### config.mk
export PLATFORM = sky130hd
export DESIGN_NAME = round_robin_task_scheduler_flat
export DESIGN_NICKNAME = d
export VERILOG_FILES = /design/src/design/rrts_pkg.sv /design/src/design/rrts_req_if.sv /design/src/design/rrts_rsp_if.sv /design/src/design/rrts_ram.sv /design/src/design/round_robin_task_scheduler.sv /design/src/flat_wrapper.sv
export SDC_FILE = /design/constraint.sdc
export NUM_CORES = 2
export LEC_CHECK = 0
export BUFFER_PORTS_ARGS = -buffer_cell sky130_fd_sc_hd__buf_2
export CORE_MARGIN = 1.5
export CORE_UTILIZATION = 31
export CTS_CLUSTER_SIZE = 28
export DETAILED_ROUTE_END_ITERATION = 8
export PLACE_DENSITY = 0.52
export SETUP_SLACK_MARGIN = 0.3
export SLEW_MARGIN = 10
export SYNTH_ARGS = -nofsm -noshare
export SYNTH_HDL_FRONTEND = slang
export SYNTH_HIERARCHICAL = 1
export SYNTH_SLANG_ARGS = --single-unit
### constraint.sdc
create_clock -name clk_i -period 11.9 [get_ports clk_i]
set_input_delay 1.785 -clock clk_i [delete_from_list [all_inputs] [get_ports clk_i]]
set_output_delay 1.785 -clock clk_i [all_outputs]
set_load 0.1 [all_outputs]
### src/design/rrts_pkg.sv
// ----------------------------------------------------------------------------
// rrts_pkg
// Types and constants shared by the round-robin task scheduler.
// ----------------------------------------------------------------------------
`default_nettype none
package rrts_pkg;
  localparam int unsigned MaxTasks = 32;
  localparam int unsigned IdW = $clog2(MaxTasks);
  localparam int unsigned CntW = IdW + 1;
  localparam int unsigned TimeW = 32;
  localparam logic [7:0] ResetSlice = 8'd6;

  typedef enum logic [1:0] {
    CMD_CREATE = 2'd0,
    CMD_TICK   = 2'd1,
    CMD_DONE   = 2'd2,
    CMD_NONE   = 2'd3
  } cmd_e;

  typedef enum logic [3:0] {
    ST_IDLE,
    ST_INS_HEAD,
    ST_INS_WALK,
    ST_INS_CMP,
    ST_INS_LINK,
    ST_TICK_RD,
    ST_TICK_CMP,
    ST_TICK_SCHED,
    ST_DISP,
    ST_DONE_CHK,
    ST_OUT
  } state_e;

  typedef struct packed {
    logic [1:0]       cmd;
    logic [TimeW-1:0] arrival_time;
  } req_t;

  typedef struct packed {
    logic [IdW-1:0] running_task;
    logic           running_valid;
    logic           switched;
    logic [IdW-1:0] created_id;
    logic           all_finished;
    logic           status;
  } rsp_t;
endpackage
`default_nettype wire

### src/design/rrts_req_if.sv
// ----------------------------------------------------------------------------
// rrts_req_if
// Valid/ready channel carrying one scheduler request.
// ----------------------------------------------------------------------------
`default_nettype none
interface rrts_req_if import rrts_pkg::*; ();
  logic valid;
  logic ready;
  req_t payload;
  modport source (output valid, output payload, input ready);
  modport sink (input valid, input payload, output ready);
endinterface
`default_nettype wire

### src/design/rrts_rsp_if.sv
// ----------------------------------------------------------------------------
// rrts_rsp_if
// Valid/ready channel carrying one scheduler response.
// ----------------------------------------------------------------------------
`default_nettype none
interface rrts_rsp_if import rrts_pkg::*; ();
  logic valid;
  logic ready;
  rsp_t payload;
  modport source (output valid, output payload, input ready);
  modport sink (input valid, input payload, output ready);
endinterface
`default_nettype wire

### src/design/rrts_ram.sv
// ----------------------------------------------------------------------------
// rrts_ram
// Generic single-write, single-read RAM with registered read data.
// ----------------------------------------------------------------------------
`default_nettype none
module rrts_ram #(
  parameter int unsigned Width = 8,
  parameter int unsigned Depth = 32
) (
  input  wire logic                     clk_i,
  input  wire logic                     we_i,
  input  wire logic [$clog2(Depth)-1:0] waddr_i,
  input  wire logic [Width-1:0]         wdata_i,
  input  wire logic [$clog2(Depth)-1:0] raddr_i,
  output      logic [Width-1:0]         rdata_o
);
  logic [Width-1:0] mem_q [Depth];

  always_ff @(posedge clk_i) begin
    if (we_i) begin
      mem_q[waddr_i] <= wdata_i;
    end
    rdata_o <= mem_q[raddr_i];
  end
endmodule
`default_nettype wire

### src/design/round_robin_task_scheduler.sv
// ----------------------------------------------------------------------------
// round_robin_task_scheduler
// Round-robin scheduler with a time-sorted arrival list and a ready FIFO.
// ----------------------------------------------------------------------------
// One request is handled at a time under a small sequencer; ready is low until
// the response has been taken. A create walks the sorted arrival list through
// the time and link RAMs one entry at a time, and a tick moves arrived tasks
// to the ready FIFO one at a time. This is bound by the single read port of
// each RAM and the one shared 32-bit compare.
`default_nettype none
module round_robin_task_scheduler
  import rrts_pkg::*;
(
  input  wire logic       clk_i,
  input  wire logic       rst_ni,
  input  wire logic       cfg_we_i,
  input  wire logic [7:0] cfg_wdata_i,
  rrts_req_if.sink        req,
  rrts_rsp_if.source      rsp
);
  state_e state_q, state_d;

  logic [7:0]       slice_cfg_q;
  logic [1:0]       cmd_q;
  logic [TimeW-1:0] t_q;
  logic [IdW-1:0]   arr_head_q;
  logic [CntW-1:0]  arr_cnt_q;
  logic [IdW-1:0]   rdy_head_q;
  logic [CntW-1:0]  rdy_cnt_q;
  logic [IdW-1:0]   cur_q;
  logic             cur_valid_q;
  logic [TimeW-1:0] now_q;
  logic [7:0]       slice_left_q;
  logic [CntW-1:0]  next_id_q;
  logic [IdW-1:0]   p_q;
  logic [CntW-1:0]  steps_q;
  logic [IdW-1:0]   prev_q;
  logic             prev_valid_q;
  rsp_t             rsp_q;

  // RAM ports
  logic             tm_we, lk_we, rf_we;
  logic [IdW-1:0]   tm_wa, tm_ra, lk_wa, lk_ra, rf_wa, rf_ra;
  logic [TimeW-1:0] tm_wd, tm_rd;
  logic [IdW-1:0]   lk_wd, lk_rd, rf_wd, rf_rd;
  logic             lk2_we;
  logic [IdW-1:0]   lk2_wa, lk2_wd;

  rrts_ram #(.Width(TimeW), .Depth(MaxTasks)) u_times (
    .clk_i, .we_i(tm_we), .waddr_i(tm_wa), .wdata_i(tm_wd), .raddr_i(tm_ra),
    .rdata_o(tm_rd));
  rrts_ram #(.Width(IdW), .Depth(MaxTasks)) u_links (
    .clk_i, .we_i(lk2_we), .waddr_i(lk2_wa), .wdata_i(lk2_wd), .raddr_i(lk_ra),
    .rdata_o(lk_rd));
  rrts_ram #(.Width(IdW), .Depth(MaxTasks)) u_ready (
    .clk_i, .we_i(rf_we), .waddr_i(rf_wa), .wdata_i(rf_wd), .raddr_i(rf_ra),
    .rdata_o(rf_rd));

  logic             accept;
  logic [IdW-1:0]   new_id;
  logic             le;
  logic [TimeW-1:0] cmp_a, cmp_b;
  logic             ins_more;
  logic [IdW-1:0]   rdy_tail;

  assign accept   = req.valid && req.ready;
  assign new_id   = next_id_q[IdW-1:0];
  assign rdy_tail = rdy_head_q + rdy_cnt_q[IdW-1:0];
  // shared compare: t <= head time, then list time <= t (create), time <= now (tick)
  assign cmp_a = (cmd_q == CMD_CREATE && steps_q == '0) ? t_q : tm_rd;
  assign cmp_b = (cmd_q == CMD_CREATE) ? ((steps_q == '0) ? tm_rd : t_q) : now_q;
  assign le    = cmp_a <= cmp_b;
  assign ins_more = (steps_q != '0) && (steps_q < arr_cnt_q) && le;

  always_comb begin
    state_d = state_q;
    case (state_q)
      ST_IDLE: begin
        if (accept) begin
          case (cmd_e'(req.payload.cmd))
            CMD_CREATE: state_d = (next_id_q >= CntW'(MaxTasks)) ? ST_OUT :
                                  (arr_cnt_q == '0) ? ST_INS_LINK : ST_INS_HEAD;
            CMD_TICK:   state_d = ST_TICK_RD;
            CMD_DONE:   state_d = ST_DONE_CHK;
            default:    state_d = ST_OUT;
          endcase
        end
      end
      ST_INS_HEAD: state_d = ST_INS_CMP;
      ST_INS_WALK: state_d = ST_INS_CMP;
      ST_INS_CMP: begin
        if (steps_q == '0) begin
          state_d = le ? ST_INS_LINK : ST_INS_WALK;
        end else if (ins_more) begin
          state_d = ST_INS_WALK;
        end else begin
          state_d = ST_INS_LINK;
        end
      end
      ST_INS_LINK: state_d = ST_OUT;
      ST_TICK_RD: state_d = (arr_cnt_q == '0) ? ST_TICK_SCHED : ST_TICK_CMP;
      ST_TICK_CMP: state_d = le ? ST_TICK_RD : ST_TICK_SCHED;
      ST_TICK_SCHED: state_d = ST_DISP;
      ST_DISP: state_d = ST_OUT;
      ST_DONE_CHK: state_d = ST_DISP;
      ST_OUT: if (rsp.ready) state_d = ST_IDLE;
      default: state_d = ST_IDLE;
    endcase
  end

  always_comb begin
    tm_we = 1'b0; tm_wa = new_id; tm_wd = t_q; tm_ra = arr_head_q;
    lk_we = 1'b0; lk_wa = new_id; lk_wd = arr_head_q; lk_ra = p_q;
    rf_we = 1'b0; rf_wa = rdy_tail; rf_wd = arr_head_q; rf_ra = rdy_head_q;
    case (state_q)
      ST_INS_HEAD: tm_ra = arr_head_q;
      ST_INS_WALK: tm_ra = lk_rd;
      ST_INS_CMP: lk_ra = ins_more ? lk_rd : p_q;
      ST_INS_LINK: begin
        tm_we = 1'b1;
        lk_we = 1'b1;
        if (arr_cnt_q == '0 || steps_q == '0) begin
          lk_wd = arr_head_q;
        end else begin
          lk_wd = lk_rd;
        end
      end
      ST_TICK_RD: lk_ra = arr_head_q;
      ST_TICK_CMP: begin
        lk_ra = arr_head_q;
        rf_we = le && (rdy_cnt_q < CntW'(MaxTasks));
      end
      ST_TICK_SCHED: begin
        rf_we = cur_valid_q && slice_left_q <= 8'd1 && (rdy_cnt_q != '0);
        rf_wd = cur_q;
      end
      default: ;
    endcase
  end

  logic link_fix_q;

  always_ff @(posedge clk_i or negedge rst_ni) begin
    if (!rst_ni) begin
      state_q      <= ST_IDLE;
      slice_cfg_q  <= ResetSlice;
      arr_head_q   <= '0;
      arr_cnt_q    <= '0;
      rdy_head_q   <= '0;
      rdy_cnt_q    <= '0;
      cur_q        <= '0;
      cur_valid_q  <= 1'b0;
      now_q        <= '0;
      slice_left_q <= ResetSlice;
      next_id_q    <= '0;
      link_fix_q   <= 1'b0;
    end else begin
      state_q <= state_d;
      if (cfg_we_i) slice_cfg_q <= cfg_wdata_i;
      case (state_q)
        ST_IDLE: begin
          if (accept) begin
            cmd_q        <= req.payload.cmd;
            t_q          <= req.payload.arrival_time;
            p_q          <= arr_head_q;
            steps_q      <= '0;
            prev_q       <= cur_q;
            prev_valid_q <= cur_valid_q;
            rsp_q        <= '0;
            if (req.payload.cmd == CMD_CREATE && next_id_q >= CntW'(MaxTasks)) begin
              rsp_q.status <= 1'b1;
            end
            if (req.payload.cmd == CMD_TICK) now_q <= now_q + 1'b1;
          end
        end
        ST_INS_CMP: begin
          if (steps_q == '0) begin
            if (!le) steps_q <= CntW'(1);
          end else if (ins_more) begin
            p_q     <= lk_rd;
            steps_q <= steps_q + 1'b1;
          end
        end
        ST_INS_LINK: begin
          if (arr_cnt_q == '0 || steps_q == '0) begin
            arr_head_q <= new_id;
          end else begin
            link_fix_q <= 1'b1;
          end
          arr_cnt_q     <= arr_cnt_q + 1'b1;
          next_id_q     <= next_id_q + 1'b1;
          rsp_q.created_id <= new_id;
        end
        ST_TICK_CMP: begin
          if (le) begin
            arr_head_q <= lk_rd;
            arr_cnt_q  <= arr_cnt_q - 1'b1;
            if (rdy_cnt_q < CntW'(MaxTasks)) rdy_cnt_q <= rdy_cnt_q + 1'b1;
          end
        end
        ST_TICK_SCHED: begin
          if (cur_valid_q) begin
            if (slice_left_q <= 8'd1) begin
              // empty FIFO: the expired task is dispatched again right away
              if (rdy_cnt_q != '0) begin
                rdy_cnt_q   <= rdy_cnt_q + 1'b1;
                cur_valid_q <= 1'b0;
              end else begin
                slice_left_q <= slice_cfg_q;
              end
            end else begin
              slice_left_q <= slice_left_q - 1'b1;
            end
          end
        end
        ST_DONE_CHK: begin
          cur_valid_q <= 1'b0;
          cur_q       <= '0;
        end
        ST_DISP: begin
          if (!cur_valid_q && rdy_cnt_q != '0 &&
              (cmd_q == CMD_TICK || prev_valid_q)) begin
            cur_q        <= rf_rd;
            cur_valid_q  <= 1'b1;
            slice_left_q <= slice_cfg_q;
            rdy_head_q   <= rdy_head_q + 1'b1;
            rdy_cnt_q    <= rdy_cnt_q - 1'b1;
          end
        end
        default: ;
      endcase
      if (state_q == ST_OUT && link_fix_q) link_fix_q <= 1'b0;
    end
  end

  // deferred link p -> id for an insert after the head, written during ST_OUT
  logic           fix_we;
  logic [IdW-1:0] fix_pa, fix_id;
  assign fix_we = link_fix_q && state_q == ST_OUT;
  assign fix_pa = p_q;
  assign fix_id = next_id_q[IdW-1:0] - 1'b1;

  assign lk2_we = lk_we || fix_we;
  assign lk2_wa = fix_we ? fix_pa : lk_wa;
  assign lk2_wd = fix_we ? fix_id : lk_wd;

  // response fields computed from final state
  logic [IdW-1:0] out_task;
  logic           sw;
  logic           fin;
  assign out_task = cur_valid_q ? cur_q : '0;
  assign sw = (cmd_q == CMD_TICK) ? ((cur_valid_q != prev_valid_q) ||
              (cur_valid_q && cur_q != prev_q)) :
              (cmd_q == CMD_DONE) ? prev_valid_q : 1'b0;
  assign fin = (cmd_q == CMD_DONE) && rdy_cnt_q == '0 && arr_cnt_q == '0;

  assign req.ready = (state_q == ST_IDLE);
  assign rsp.valid = (state_q == ST_OUT);
  always_comb begin
    rsp.payload               = rsp_q;
    rsp.payload.running_task  = out_task;
    rsp.payload.running_valid = cur_valid_q;
    rsp.payload.switched      = sw;
    rsp.payload.all_finished  = fin;
  end

`ifndef SYNTHESIS
  a_cnt_bound: assert property (@(posedge clk_i) disable iff (!rst_ni)
    arr_cnt_q <= CntW'(MaxTasks) && rdy_cnt_q <= CntW'(MaxTasks))
    else $error("queue count overflow");
  a_ready_idle: assert property (@(posedge clk_i) disable iff (!rst_ni)
    rsp.valid |-> !req.ready) else $error("request taken while busy");
  a_busy_after_req: assert property (@(posedge clk_i) disable iff (!rst_ni)
    accept |=> !req.ready) else $error("ready held after a request");
  a_ids: assert property (@(posedge clk_i) disable iff (!rst_ni)
    next_id_q <= CntW'(MaxTasks)) else $error("task id overflow");
`endif
endmodule
`default_nettype wire
### src/flat_wrapper.sv
// flat-port wrapper written by rule: the top's interface ports become plain ports
module round_robin_task_scheduler_flat import rrts_pkg::*;
  (clk_i, rst_ni, cfg_we_i, cfg_wdata_i, req_valid, req_payload, req_ready, rsp_valid, rsp_payload, rsp_ready);
  rrts_req_if req_i ();
  rrts_rsp_if rsp_i ();
  input  wire logic clk_i;
  input  wire logic rst_ni;
  input  wire logic cfg_we_i;
  input  wire logic [7:0] cfg_wdata_i;
  input wire logic [$bits(req_i.valid)-1:0] req_valid;
  input wire logic [$bits(req_i.payload)-1:0] req_payload;
  output wire logic [$bits(req_i.ready)-1:0] req_ready;
  output wire logic [$bits(rsp_i.valid)-1:0] rsp_valid;
  output wire logic [$bits(rsp_i.payload)-1:0] rsp_payload;
  input wire logic [$bits(rsp_i.ready)-1:0] rsp_ready;
  assign req_i.valid = req_valid;
  assign req_i.payload = req_payload;
  assign req_ready = req_i.ready;
  assign rsp_valid = rsp_i.valid;
  assign rsp_payload = rsp_i.payload;
  assign rsp_i.ready = rsp_ready;
  round_robin_task_scheduler u_core (.clk_i(clk_i), .rst_ni(rst_ni), .cfg_we_i(cfg_we_i), .cfg_wdata_i(cfg_wdata_i), .req(req_i), .rsp(rsp_i));
endmodule
Word-level counts from Yosys, hierarchy flattened. Memories as Yosys holds them, arrays and structs flattened. A register that Yosys moved wholly into a read port is not among the register bits. Cells that the tools add are included.

$add $sub $neg: 11. $lt $le $gt $ge: 5. Eq/ne operators: 30. Multiplexer cells: 71. Reductions and logical operators: 53.

Operators by type and width (number): 2-to-1 mux 32 bit (3); 2-to-1 mux 6 bit (11); 2-to-1 mux 5 bit (13); case mux 5 bit (2 select lines) (5); adder 32 x 1 -> 32 bit, second input constant (1); <= comparator 32 bit (1); 2-to-1 mux 8 bit (4); case mux 4 bit (8 select lines) (1); adder 6 x 1 -> 6 bit, second input constant (4); case mux 6 bit (2 select lines) (2); logical NOT 6 bit (3); 2-to-1 mux 1 bit (18); != test 2 x 1 -> 1 bit, second input constant (9); case mux 6 bit (3 select lines) (1); == test 4 x 3 -> 1 bit, second input constant (4); 2-to-1 mux 4 bit (4); case mux 8 bit (2 select lines) (1); logical AND 1 bit (14); == test 4 bit, second input constant (3); case mux 4 bit (3 select lines) (1); AND reduction 2 bit (6); AND reduction 3 bit (4); nonzero test 2 bit (6); nonzero test 6 bit (2); 32 further kinds (49).

Flip-flop bits (word level): 144. Bits in writable memories: 1344. Input bits: 47. Output and inout bits: 16. Logic and storage cells: 193. Memories kept: 3.

Memories: u_core.u_times.mem_q (depth 32, bits a word 32, read ports 1, clocked after memory_dff 1, wr ports 1, line rrts_ram.sv:17) `logic [Width-1:0] mem_q [Depth];`; u_core.u_links.mem_q (depth 32, bits a word 5, read ports 1, clocked after memory_dff 1, wr ports 1, line rrts_ram.sv:17); u_core.u_ready.mem_q (depth 32, bits a word 5, read ports 1, clocked after memory_dff 1, wr ports 1, line rrts_ram.sv:17).

Longest topological paths before layout.
Word-level depth: 8. Mapped depth: 22. Depth with buffers taken out: 17.

Cells and area by module. The synthesis kept the hierarchy.

Modules (own cells, without submodules): rrts_ram (u_core.u_times) (instances 1, cells each 2260, area an instance 40485.1 um^2, seq. area each 31390.1 um^2); rrts_ram (u_core.u_links ...) (instances 2, cells each 277, area an instance 6344.8 um^2, seq. area each 4904.7 um^2); round_robin_task_scheduler (instances 1, cells each 944, area an instance 9288.9 um^2, seq. area each 3893.7 um^2).

Worst setup path before layout. No wires, ideal clock.

Path type: register to register. From: reg u_core.steps_q[3]. To: reg u_core.u_links.rdata_o[0], read port of u_core.u_links.mem_q. Library setup time: 0.121 ns. Data arrival time: 5.336 ns. Required time: 11.779 ns. Slack: 6.443 ns. Cell stages (with the launch flop): 18. Path buffers: 3. Path through: edfxtp_1 > nor4_1 > nand2_1 > nor2_1 > clkbuf_1 > mux2_2 > ha_1 > nand4_2 > or4_4 > a31oi_4 > o21bai_4 > a31oi_1 > a221o_1 > clkbuf_1 > buf_2 > mux4_2 > mux4_2 > mux2_2.

Cells in the longest elaborated chain, start to end: 7.

Ends and longest elaborated chain: from (decl) (line round_robin_task_scheduler.sv:36) `logic [CntW-1:0] steps_q;`; from (signal assigned) (line round_robin_task_scheduler.sv:178) `if (!le) steps_q <= CntW'(1);`; from (signal assigned) (line round_robin_task_scheduler.sv:181) `steps_q <= steps_q + 1'b1;`; logical NOT 6 bit (line round_robin_task_scheduler.sv:70, round_robin_task_scheduler.sv:71); 2-to-1 mux 32 bit or logical AND 1 bit (tied branches) (line round_robin_task_scheduler.sv:71, round_robin_task_scheduler.sv:70); 2-to-1 mux 32 bit, on equally long branches (line round_robin_task_scheduler.sv:71, round_robin_task_scheduler.sv:70); <= comparator 32 bit (line round_robin_task_scheduler.sv:72) `assign le = cmp_a <= cmp_b;`; logical AND 1 bit * (line round_robin_task_scheduler.sv:73) `assign ins_more = (steps_q != '0) && (steps_q < arr_cnt_q) && le;`; 2-to-1 mux 5 bit *; case mux 5 bit (2 select lines) * (line round_robin_task_scheduler.sv:115) `case (state_q)`; named net u_core.lk_ra[0] (line round_robin_task_scheduler.sv:43) `logic [IdW-1:0] tm_wa, tm_ra, lk_wa, lk_ra, rf_wa, rf_ra;`; to (decl) (line rrts_ram.sv:15) `output logic [Width-1:0] rdata_o`.

Mark *: on every way through the listed nets, which the timed path passes. The rest lies on a longest branch. A chain may end at the register's enable or synchronous reset.

Final worst setup path.
From: reg u_core.steps_q[3]. To: reg u_core.u_links.rdata_o[2], read port of u_core.u_links.mem_q.

The elaborated chain is that of the path after synthesis.

==> results_tabular.tex <==
\begin{tabular}{lr}
\hline
Metric & Value \\
\hline
\multicolumn{2}{l}{\textbf{Timing}} \\
\quad Slew of the pin with the lowest slew margin & 1.26 ns \\
\quad Final worst hold slack & 0.470 ns \\
\quad Skew final & 0.0599 ns \\
\quad Normalized max-slew margin & 15.8\% \\
\quad Min cycle time layout & $\sim$7.5 ns \\
\quad Highest achievable clock rate & 133 MHz \\
\quad Final-report hold violation count & 0 \\
\quad Total negative setup slack & 0 ns \\
\quad Final setup violation count & 0 \\
\quad Number of max-slew violations in the final report & 0 \\
\quad Fraction of the cycle the final worst path needs & 63.0\% \\
\quad Least setup slack across all paths after layout & 4.40 ns \\
\quad RSZ-0062 raised after global routing & no \\
\multicolumn{2}{l}{\textbf{Pwr}} \\
\quad Leakage component of the power & 23.5 nW \\
\quad PwrDens & 236 mW/mm2 \\
\quad Worst IR drop on VDD & between 0.3 and 0.4 mV \\
\quad Total power draw & 16.8 mW \\
\multicolumn{2}{l}{\textbf{Floorplan}} \\
\quad Die Footprint & about 0.20 mm2 \\
\quad Die height & 452 um \\
\quad Number of rows in the core area & 164 \\
\quad Width of the die & 452 um \\
\quad Effective utilization at floorplan & 31.2\% \\
\quad Placeable core region & 0.200 mm2 \\
\quad Boundary pin count & between 60 and 70 \\
\multicolumn{2}{l}{\textbf{GRT}} \\
\quad Gr usage total & between 10\% and 20\% \\
\quad Global-route wire length before repair & $\sim$240 mm \\
\quad Pin count of the biggest net entering global routing & 119 \\
\quad Aggregate global routing overflow & 0 \\
\quad Via count of the first global-routing pass & 33566 \\
\quad Antenna violations before repair & 2 \\
\multicolumn{2}{l}{\textbf{CTS}} \\
\quad Number of buffers between clock root and the deepest sink & 3 \\
\quad CTS Hold Bufs & 0 \\
\quad CTS root buf & sky130\_fd\_sc\_hd\_\_clkbuf\_16 \\
\quad H-tree depth & 4 \\
\quad Number of clock sinks & 1530 \\
\quad Total clock buffers created by CTS & approximately 160 \\
\quad Number of post-CTS setup repair buffers & 0 \\
\quad Clock Pin Slew Worst Setup and Hold Paths & 0.06 ns \\
\quad Clock latency reported for the late side of the worst-skew pair & roughly 0.83 ns \\
\quad Post-CTS Resized & 0 \\
\quad Clock tree from TritonCTS & built \\
\multicolumn{2}{l}{\textbf{Worst hold path}} \\
\quad HP Start & u\_core/u\_ready/rdata\_o[2]\$\_DFF\_P\_ \\
\quad Path category of the worst min-delay check & reg -> reg \\
\quad Number of instances on the worst hold path & 2 \\
\multicolumn{2}{l}{\textbf{Logic synthesis}} \\
\quad Register bit total from synthesis & about 1500 \\
\quad Netlist area before placement & around 0.062 mm2 \\
\quad Sequential cell area fraction in the yosys report & between 70\% and 80\% \\
\quad Synth area leader & sky130\_fd\_sc\_hd\_\_edfxtp\_1 \\
\quad Proportion of netlist area held by the largest area contributor & 67.4\% \\
\quad Average instance area after synthesis & $\sim$17 um2 \\
\quad Dominant cell by count in the synthesized netlist & sky130\_fd\_sc\_hd\_\_edfxtp\_1 \\
\quad Cell types occupying the most area after synthesis & sky130\_fd\_sc\_hd\_\_edfxtp\_1 (67\%), sky130\_fd\_sc\_hd\_\_mux2i\_1 (8.4\%), sky130\_fd\_sc\_hd\_\_mux4\_2 (3.6\%), sky130\_fd\_sc\_hd\_\_dfrtp\_1 (3.3\%), sky130\_fd\_sc\_hd\_\_a21oi\_1 (1.7\%) \\
\quad Count of mapped cells out of synthesis & roughly 3800 \\
\quad Async set or reset register ratio after synthesis & 5.69\% \\
\quad Synth cell count leaders & sky130\_fd\_sc\_hd\_\_edfxtp\_1 (1401), sky130\_fd\_sc\_hd\_\_mux2i\_1 (524), sky130\_fd\_sc\_hd\_\_nand2\_1 (226) \\
\quad Number of enable-type register cells in the synthesized netlist & approximately 1400 \\
\quad Distinct cell type count of the synthesized netlist & 81 \\
\quad Synthesized Nets & about 3900 \\
\quad Ys Warns & 6 \\
\quad Synth Flop Type & sky130\_fd\_sc\_hd\_\_edfxtp\_1 \\
\multicolumn{2}{l}{\textbf{Routing}} \\
\quad DR vias & around 34000 \\
\quad Count of routing violations after the opening detailed-route iteration & 2872 \\
\quad Vias per Instance & between 5 and 6 \\
\quad Number of search-and-repair iterations in the first detailed-routing pass & 5 \\
\quad Average wire per standard cell & 24.2 um \\
\quad Final antenna-violating net count & 0 \\
\quad Total wire length & 162 mm \\
\quad Number of remaining DRC errors & 0 \\
\multicolumn{2}{l}{\textbf{Placed design}} \\
\quad Global placement routability congestion & roughly 0.81 \\
\quad DP Wirelength & 90.3 mm \\
\quad Port Buffer Count & 62 \\
\quad Placement-stage worst setup slack & about 4.5 ns \\
\multicolumn{2}{l}{\textbf{Cells and area}} \\
\quad Post-layout nets & 4006 \\
\quad Layout-stage area growth over the synthesis result & 14.5\% \\
\quad Post-layout util & 35.7\% \\
\quad Layout filler cell count & around 19000 \\
\quad Layout cell share with drive strength beyond 1 & between 10\% and 20\% \\
\multicolumn{2}{l}{\textbf{Worst setup path}} \\
\quad Arrival time of the worst setup path & 8.16 ns \\
\quad Cell with the biggest individual delay on the critical path & sky130\_fd\_sc\_hd\_\_nor2\_4 \\
\quad Type of the worst setup path & reg -> reg \\
\quad Worst Path Required & approximately 13 ns \\
\quad CP Cell Sequence & nor4\_1 > nand2\_2 > nor2\_4 > mux2\_2 > ha\_1 > nand4\_2 > or4\_4 > a31oi\_4 > o21bai\_4 > buf\_4 > a31oi\_1 > a221o\_2 > buf\_4 > mux4\_2 > mux4\_2 > mux2\_2 \\
\quad Critical register-to-register path startpoint & u\_core/steps\_q[3]\$\_SDFFCE\_PP0P\_ \\
\quad Worst setup path startpoint & u\_core/steps\_q[3]\$\_SDFFCE\_PP0P\_ \\
\quad Number of cells on the worst reg-to-reg path & 16 \\
\quad Critical path fanouts, max & 40 \\
\quad Buffering stage count on the worst path with inverters included & 2 \\
\quad Endpoint kind of the worst setup timing path & register \\
\quad Largest stage delay, worst path & 1.00 ns \\
\quad CP startpoint kind & register \\
\quad Top delay family on crit path & simple AND/OR/NAND/NOR gates \\
\quad Critical path depth in cells & 16 \\
\multicolumn{2}{l}{\textbf{Run status}} \\
\quad Status & finished clean \\
\multicolumn{2}{l}{\textbf{Run}} \\
\quad Maximum Capacitance Violations & 0 \\
\hline
\end{tabular}
## layout make-up
class                           count  area, um2  share of cell area (%)
Inverter                           38        143                   0.199
Antenna cell                        1       2.50                 0.00350
Clock buffer                      217       4400                    6.16
Sequential cell                  1530      45100                    63.1
Multi-Input combinational cell   1998      16500                    23.1
Timing Repair Buffer              163       1110                    1.55
Clock inverter                     85        873                    1.22
Tap cell                         2656       3320                    4.65
## routing by layer
metal | up-vias | part of all wire (%) | global-route usage [%]
met5 | - | 0.0080 | 0
met4 | 2 | 2.0 | 3.97
met3 | 220 | 4.9 | 2.57
met2 | 870 | 48 | 25.3
met1 | 17649 | 45 | 22.0
li1 | 14996 | - | -
## through the flow
step / area [um2] / cells
floorplan: 62500 / 3758
global placement: 66200 / 6385
detailed placement: 66200 / 6385
CTS: 71500 / 6687
global route: 71500 / 6687
finish: 71500 / 6688
## cells by family after synthesis
family / share of synthesized area, %
AOI/OAI and AO/OA: 5.27
xor gates and xnor gates: 0.925
adders and majority gates: 1.32
buffers and inverters: 1.90
DFF: 72.2
muxes: 13.2
and+or+nand+nor: 5.15
## sequential cells by signal, indices dropped and copies added (netlist names), 6 cells and up
name                    flops
u_core/arr_cnt_q            6
u_core/next_id_q            6
u_core/now_q               32
u_core/rdy_cnt_q            6
u_core/rsp.payload          6
u_core/slice_cfg_q          8
u_core/slice_left_q         8
u_core/steps_q              6
u_core/t_q                 32
u_core/u_links/mem_q      160
u_core/u_ready/mem_q      160
u_core/u_times/mem_q     1024
u_core/u_times/rdata_o     32
## worst paths after layout
check                                               endpoint  slack (ns)
setup / recovery           u_core/u_links/rdata_o[2]$_DFF_P_        4.40
hold / removal                   u_core/cur_q[2]$_DFFE_PN0P_        0.47
setup reg to reg           u_core/u_links/rdata_o[2]$_DFF_P_        4.40
hold reg to reg                  u_core/cur_q[2]$_DFFE_PN0P_        0.47
max in group asynchronous       u_core/now_q[17]$_DFFE_PN0P_        9.63
min in group asynchronous  u_core/slice_cfg_q[3]$_DFFE_PN0P_        0.96
## power by group
group | total, mW | switching, mW | internal [mW]
registers | 6.51 | 0.257 | 6.26
logic | 5.33 | 3.29 | 2.03
clock network | 5.01 | 2.18 | 2.83
## cells in the final DEF (no fill, tap or decap), drive strengths merged, types with 6 or more instances in the layout
| cell type | netlist | final |
|---|---|---|
| a21o | 8 | 8 |
| a21oi | 212 | 212 |
| a221o | 6 | 6 |
| a22o | 64 | 64 |
| a22oi | 97 | 97 |
| a31oi | 40 | 40 |
| and2 | 23 | 23 |
| and3 | 16 | 16 |
| buf | 105 | 163 |
| bufinv | 0 | 9 |
| clkbuf | 87 | 217 |
| clkinv | 1 | 66 |
| dfrtp | 83 | 83 |
| dfxtp | 42 | 42 |
| edfxtp | 1401 | 1401 |
| ha | 61 | 61 |
| inv | 37 | 46 |
| mux2 | 69 | 69 |
| mux2i | 524 | 524 |
| mux4 | 100 | 100 |
| nand2 | 227 | 227 |
| nand2b | 8 | 8 |
| nand3 | 129 | 129 |
| nand3b | 16 | 16 |
| nand4 | 19 | 19 |
| nor2 | 144 | 144 |
| nor3 | 45 | 45 |
| nor4 | 10 | 10 |
| o21ai | 38 | 38 |
| or3 | 6 | 6 |
| or3b | 9 | 9 |
| xnor2 | 48 | 48 |
| xor2 | 18 | 18 |
## worst register-to-register path, cell delays in order, from the launching register on
cell and delay (ns):
sky130_fd_sc_hd__edfxtp_1 0.46, sky130_fd_sc_hd__nor4_1 0.44, sky130_fd_sc_hd__nand2_2 0.61, sky130_fd_sc_hd__nor2_4 1.03
sky130_fd_sc_hd__mux2_2 0.44, sky130_fd_sc_hd__ha_1 0.33, sky130_fd_sc_hd__nand4_2 0.17, sky130_fd_sc_hd__or4_4 0.61
sky130_fd_sc_hd__a31oi_4 0.22, sky130_fd_sc_hd__o21bai_4 0.07, sky130_fd_sc_hd__buf_4 0.23, sky130_fd_sc_hd__a31oi_1 0.44
sky130_fd_sc_hd__a221o_2 0.24, sky130_fd_sc_hd__buf_4 0.60, sky130_fd_sc_hd__mux4_2 0.66, sky130_fd_sc_hd__mux4_2 0.52
sky130_fd_sc_hd__mux2_2 0.29
(Power assumes the default switching activity.)
